$ cat src/hset_pkg.sv
// Shared types, opcodes and sizing constants for the bucketed hash set.
`default_nettype none

package hset_pkg;

  // Key and request field widths.
  localparam int KEY_W = 32;
  localparam int OP_W  = 2;

  // The bucket remainder runs as a short pipeline of fixed length.
  localparam int MOD_STEPS = 3;
  localparam int CNT_W     = 2;

  // Default table geometry.
  localparam int BUCKETS_DEF = 1024;
  localparam int WAYS_DEF    = 8;

  // Request opcodes; the unused code behaves as a query.
  localparam logic [OP_W-1:0] OP_INSERT = 2'd0;
  localparam logic [OP_W-1:0] OP_DELETE = 2'd1;
  localparam logic [OP_W-1:0] OP_EXISTS = 2'd2;

  // Commands from the controller to the datapath.
  typedef struct packed {
    logic clr_step;  // write one cleared row and advance the sweep
    logic load;      // capture an incoming request
    logic mod_step;  // one step of the bucket remainder
    logic rd;        // read the selected bucket row
    logic upd;       // write back the row and present the result
  } cmd_t;

  // Status from the datapath to the controller.
  typedef struct packed {
    logic clr_last;  // the sweep is on its final row
    logic mod_last;  // the remainder is on its final step
    logic out_free;  // the result register can take a new beat
  } sts_t;

endpackage

`default_nettype wire

$ cat src/hset_ctrl.sv
// Controller state machine sequencing clear, remainder, read and update.
`default_nettype none

module hset_ctrl (
  input  wire logic          clk,
  input  wire logic          rst,
  input  wire logic          in_valid,
  output logic               in_stall,
  input  wire hset_pkg::sts_t sts,
  output hset_pkg::cmd_t     cmd
);

  localparam logic [2:0] ST_CLEAR = 3'd0;
  localparam logic [2:0] ST_IDLE  = 3'd1;
  localparam logic [2:0] ST_MOD   = 3'd2;
  localparam logic [2:0] ST_RD    = 3'd3;
  localparam logic [2:0] ST_UPD   = 3'd4;

  logic [2:0] state;
  logic [2:0] state_next;

  always_ff @(posedge clk) begin
    if (rst) begin
      state <= ST_CLEAR;
    end else begin
      state <= state_next;
    end
  end

  always_comb begin
    state_next = state;
    cmd        = '0;
    case (state)
      ST_CLEAR: begin
        cmd.clr_step = 1'b1;
        if (sts.clr_last) begin
          state_next = ST_IDLE;
        end
      end
      ST_IDLE: begin
        if (in_valid) begin
          cmd.load   = 1'b1;
          state_next = ST_MOD;
        end
      end
      ST_MOD: begin
        cmd.mod_step = 1'b1;
        if (sts.mod_last) begin
          state_next = ST_RD;
        end
      end
      ST_RD: begin
        cmd.rd     = 1'b1;
        state_next = ST_UPD;
      end
      ST_UPD: begin
        // Hold the read row until the result register has room.
        if (sts.out_free) begin
          cmd.upd    = 1'b1;
          state_next = ST_IDLE;
        end
      end
      default: begin
        state_next = ST_CLEAR;
      end
    endcase
  end

  assign in_stall = (state != ST_IDLE);

  // A write-back must never overrun a result that is still waiting.
  a_upd_needs_room: assert property (@(posedge clk) disable iff (rst)
    cmd.upd |-> sts.out_free)
    else $error("row update issued while result register is occupied");

  // The sweep hands over to normal service right after its final row.
  a_clear_ends: assert property (@(posedge clk) disable iff (rst)
    (state == ST_CLEAR) && sts.clr_last |=> !in_stall)
    else $error("clearing pass did not end after its final row");

endmodule

`default_nettype wire

$ cat config.mk
export PLATFORM = sky130hd
export DESIGN_NAME = hset_ctrl
export DESIGN_NICKNAME = d
export VERILOG_FILES = /design/src/hset_pkg.sv /design/src/hset_ctrl.sv
export SDC_FILE = /design/constraint.sdc
export NUM_CORES = 1
export LEC_CHECK = 0
export BUFFER_PORTS_ARGS = -buffer_cell sky130_fd_sc_hd__buf_2
export CAP_MARGIN = 5
export CORE_AREA = 4 4 41 43
export DETAILED_ROUTE_END_ITERATION = 12
export DIE_AREA = 0 0 45 47
export GPL_ROUTABILITY_DRIVEN = 0
export SLEW_MARGIN = 10
export SYNTH_ARGS = -nofsm -noshare
export SYNTH_HDL_FRONTEND = slang
export SYNTH_SLANG_ARGS = --single-unit
$ cat constraint.sdc
create_clock -name clk -period 3 [get_ports clk]
set_input_delay 0.3 -clock clk [delete_from_list [all_inputs] [get_ports clk]]
set_output_delay 0.3 -clock clk [all_outputs]
set_load 0.05 [all_outputs]
# After elaboration in Yosys (flattened, before gate mapping)
# Cells that the tools add are included.
# W data, S select, Z words.
[totals]
reg_bits = 3
latchBits = 0
ramBits = 0
rom_bits = 0
in_bits = 6
mem_count = 0
[op_classes]
addsub = 0
mul = 0
div = 0
order_cmp = 0
n_eq_ne = 9
n_shift = 0
n_mux = 12
bitwise_logic = 0
n_reduce_logical = 2
[op_table]
columns = ["op", "n"]
rows = [
  ["$pmux W3 S5", 1],
  ["$mux W3", 4],
  ["$ne A2 B2 Y1 const B", 4],
  ["$mux W1", 7],
  ["$eq A3 B2 Y1 const B", 2],
  ["$reduce_and A4 Y1", 1],
  ["$eq A3 B1 Y1 const B", 1],
  ["$eq A3 B3 Y1 const B", 1],
  ["$logic_not A3 Y1", 1],
  ["$ne A3 B1 Y1 const B", 1],
]

# Depth between registers and ports, before layout
[depth]
depth_word = 3
ltp_mapped = 4

# Worst setup path after synthesis
# No wires, ideal clock.
[synth_path]
path_kind = "reg-to-output"
from = "reg state[1]"
to = "out cmd[2] (netlist bit)"
t_arrival_ps = 1632
setup_slack_ps = 1068
path_stages_with_launch = 3
path_buffers = 1
path_cell_list = "dfxtp_1 -> buf_6 -> nor3b_1"
[synth_lines]
columns = ["element", "line", "text"]
rows = [
  ["start, declared", "hset_ctrl.sv:19", "logic [2:0] state;"],
  ["start signal, assigned", "hset_ctrl.sv:26", "state <= state_next;"],
  ["end, declared", "hset_ctrl.sv:10", "output hset_pkg::cmd_t cmd"],
]

==> impl_metrics.env <==
export IMPL_synth_fp_nets=28
export IMPL_drive_gt1_frac=0.528
export IMPL_pwr_share_seq=0.296
export IMPL_regMostFlops="state"
export IMPL_final_nets=43
export IMPL_synthesis_area_um2=196
export IMPL_post_drt_wl_per_cell_um=9.02
export IMPL_power_uw=158
export IMPL_rows=13
export IMPL_die_h_um=47
export IMPL_crit_arrival_ps=1270
export IMPL_worstPathRequired_ps=2700
export IMPL_largest_register_ffs=3
export IMPL_grt_pass1_vias=198
export IMPL_dieArea_um2=2120
export IMPL_num_antenna_cells=0
export IMPL_path_class="register to output port"
export IMPL_finalHoldViolations=0
export IMPL_leakagePower_nw=0.137
export IMPL_reg_top3="state (3)"
export IMPL_numPortBuffers=11
export IMPL_postCtsSetupBuffers=0
export IMPL_layout_commonest_cell="buf_2"
export IMPL_cts_sinks=3
export IMPL_core_um2=1300
export IMPL_numCtsBuffers=3
export IMPL_initial_utilization=0.151
export IMPL_p_switching_uw=51.4
export IMPL_max_cap_violations=0
export IMPL_area_growth_pct=45.2
export IMPL_p_clk_frac=0.440
export IMPL_drc=0
export IMPL_die_w_um=45
export IMPL_cp_max_fo=8
export IMPL_clk_insertion_delay_late_ps=230
export IMPL_slew_viol_final=0
export IMPL_tns_ps=0
export IMPL_cts_max_path_buffers=2
export IMPL_vias=189
export IMPL_maxSlewHeadroom=0.818
export IMPL_finalCriticalPeriod_ps=1570
export IMPL_internal_power_uw=106
export IMPL_p_sw_frac=0.327
export IMPL_synth_seq_area_share=0.306
export IMPL_cts_tree="yes"
export IMPL_hold_buffers=0
export IMPL_grt_use_total=0.0521
export IMPL_htree_levels=1
export IMPL_crit_slowest_cell="dfxtp_1"
export IMPL_final_cell_mix="11 x buf_2, 3 x clkbuf_4, 3 x dfxtp_1"
export IMPL_critPathCaptureType="output port"
export IMPL_rsz0062_at_grt="false"
export IMPL_drtIter0Drc=0
export IMPL_avgSynthCellArea_um2=8.93
export IMPL_path_clk_slew_ps=40
export IMPL_path_cells="nor3b_1 > buf_2"
export IMPL_peakVddDrop_mv=0.137
export IMPL_wl_um=460
export IMPL_ios=12
export IMPL_drt_first_pass_iters=1
export IMPL_fmax_mhz=639
export IMPL_hold_class="primary input to register"
export IMPL_yosysWarnings=0
export IMPL_yosys_cell_types_count=17
export IMPL_grt_antenna_before_repair=0
export IMPL_clockRootBuffer="clkbuf_4"
export IMPL_combPwrFrac=0.263
export IMPL_cpPeakStageDelay_ps=460
export IMPL_viasPerCell=3.71
export IMPL_syn_inst=22
export IMPL_status="finished, final reports clean"
export IMPL_antenna_left=0
export IMPL_post_route_period_util=0.522
export IMPL_power_per_cell_area_nw_per_um2=552
export IMPL_grt_max_degree=9
export IMPL_cts_resized=0
export IMPL_worst_slew_pin_slew_ps=272
export IMPL_finalSetupViolCount=0
export IMPL_fin_skew_ps=1.92
export IMPL_ys_ff_latch=3
export IMPL_overflow=0
export IMPL_start_kind="register"
export IMPL_grt_first_pass_wirelength_um=717
-- per-layer routing --
layer,track usage,vias up,wire [µm]
met1,0.0499,78,200
met2,0.0791,7,197
li1,-,104,-
met5,0,-,0
met3,0.0268,0,62
met4,0.0526,0,0
-- area by class of cell --
class,count,area [µm²]
fill,155,1020
clock buffer,4,26.3
tap,15,18.8
inverter,2,7.51
multi-input combinational,16,118
timing repair buffer,11,55.1
sequential,3,60.1
-- through the flow --
step,hold WS (ps),cells,utilization,instance area (µm²),setup WS (ps)
2_1_floorplan,369,22,-,196,1070
3_3_place_gp,501,47,0.199,259,1690
3_5_place_dp,502,47,0.199,259,1660
4_1_cts,254,51,0.219,285,1420
5_1_grt,269,51,0.219,285,1340
6_report,263,51,0.219,285,1430
-- critical path, delay by kind of cell (launching register included) --
family,cells,cell delay (ps)
flip-flops,1,460
buffers and inverters,1,310
AND/OR/NAND/NOR,1,270
-- worst paths after layout --
path              slack [ps]     start       end  cells past startpoint
setup / recovery        1430  state[1]    cmd[2]                      2
hold / removal           260       rst  state[2]                      2
setup reg to reg        1900  state[1]  state[0]                      3
hold reg to reg          580  state[2]  state[2]                      2
-- cells in the mapped netlist (all sizes together) --
master	number	area, µm²
nor2	3	13.8
nor2b	1	8.76
nand2	1	3.75
o31a	1	8.76
nor3	2	10.0
and4bb	1	12.5
mux2i	1	10.0
dfxtp	3	60.1
nor3b	2	20.0
nand3b	1	7.51
buf	1	11.3
inv	2	7.51
nand2b	1	6.26
and3	1	11.3
a21oi	1	5.00
-- power groups by stage --
stage	Sequential (mW)	Clock [mW]	Combinational [mW]
floorplan	0.0453	0	0.0348
global placement	0.0472	0	0.0420
detailed placement	0.0473	0	0.0419
CTS	0.0467	0.0728	0.0420
global route	0.0472	0.0759	0.0449
finish	0.0467	0.0694	0.0415
-- kinds of logic after synthesis --
logic type | Yosys count | synth area share
AOI/OAI and AO/OA | 2 | 0.0700
buffers and inverters | 3 | 0.0956
DFF | 3 | 0.306
muxes | 1 | 0.0510
and+or+nand+nor | 13 | 0.478
Note: power is estimated with default switching activity, not from simulation.
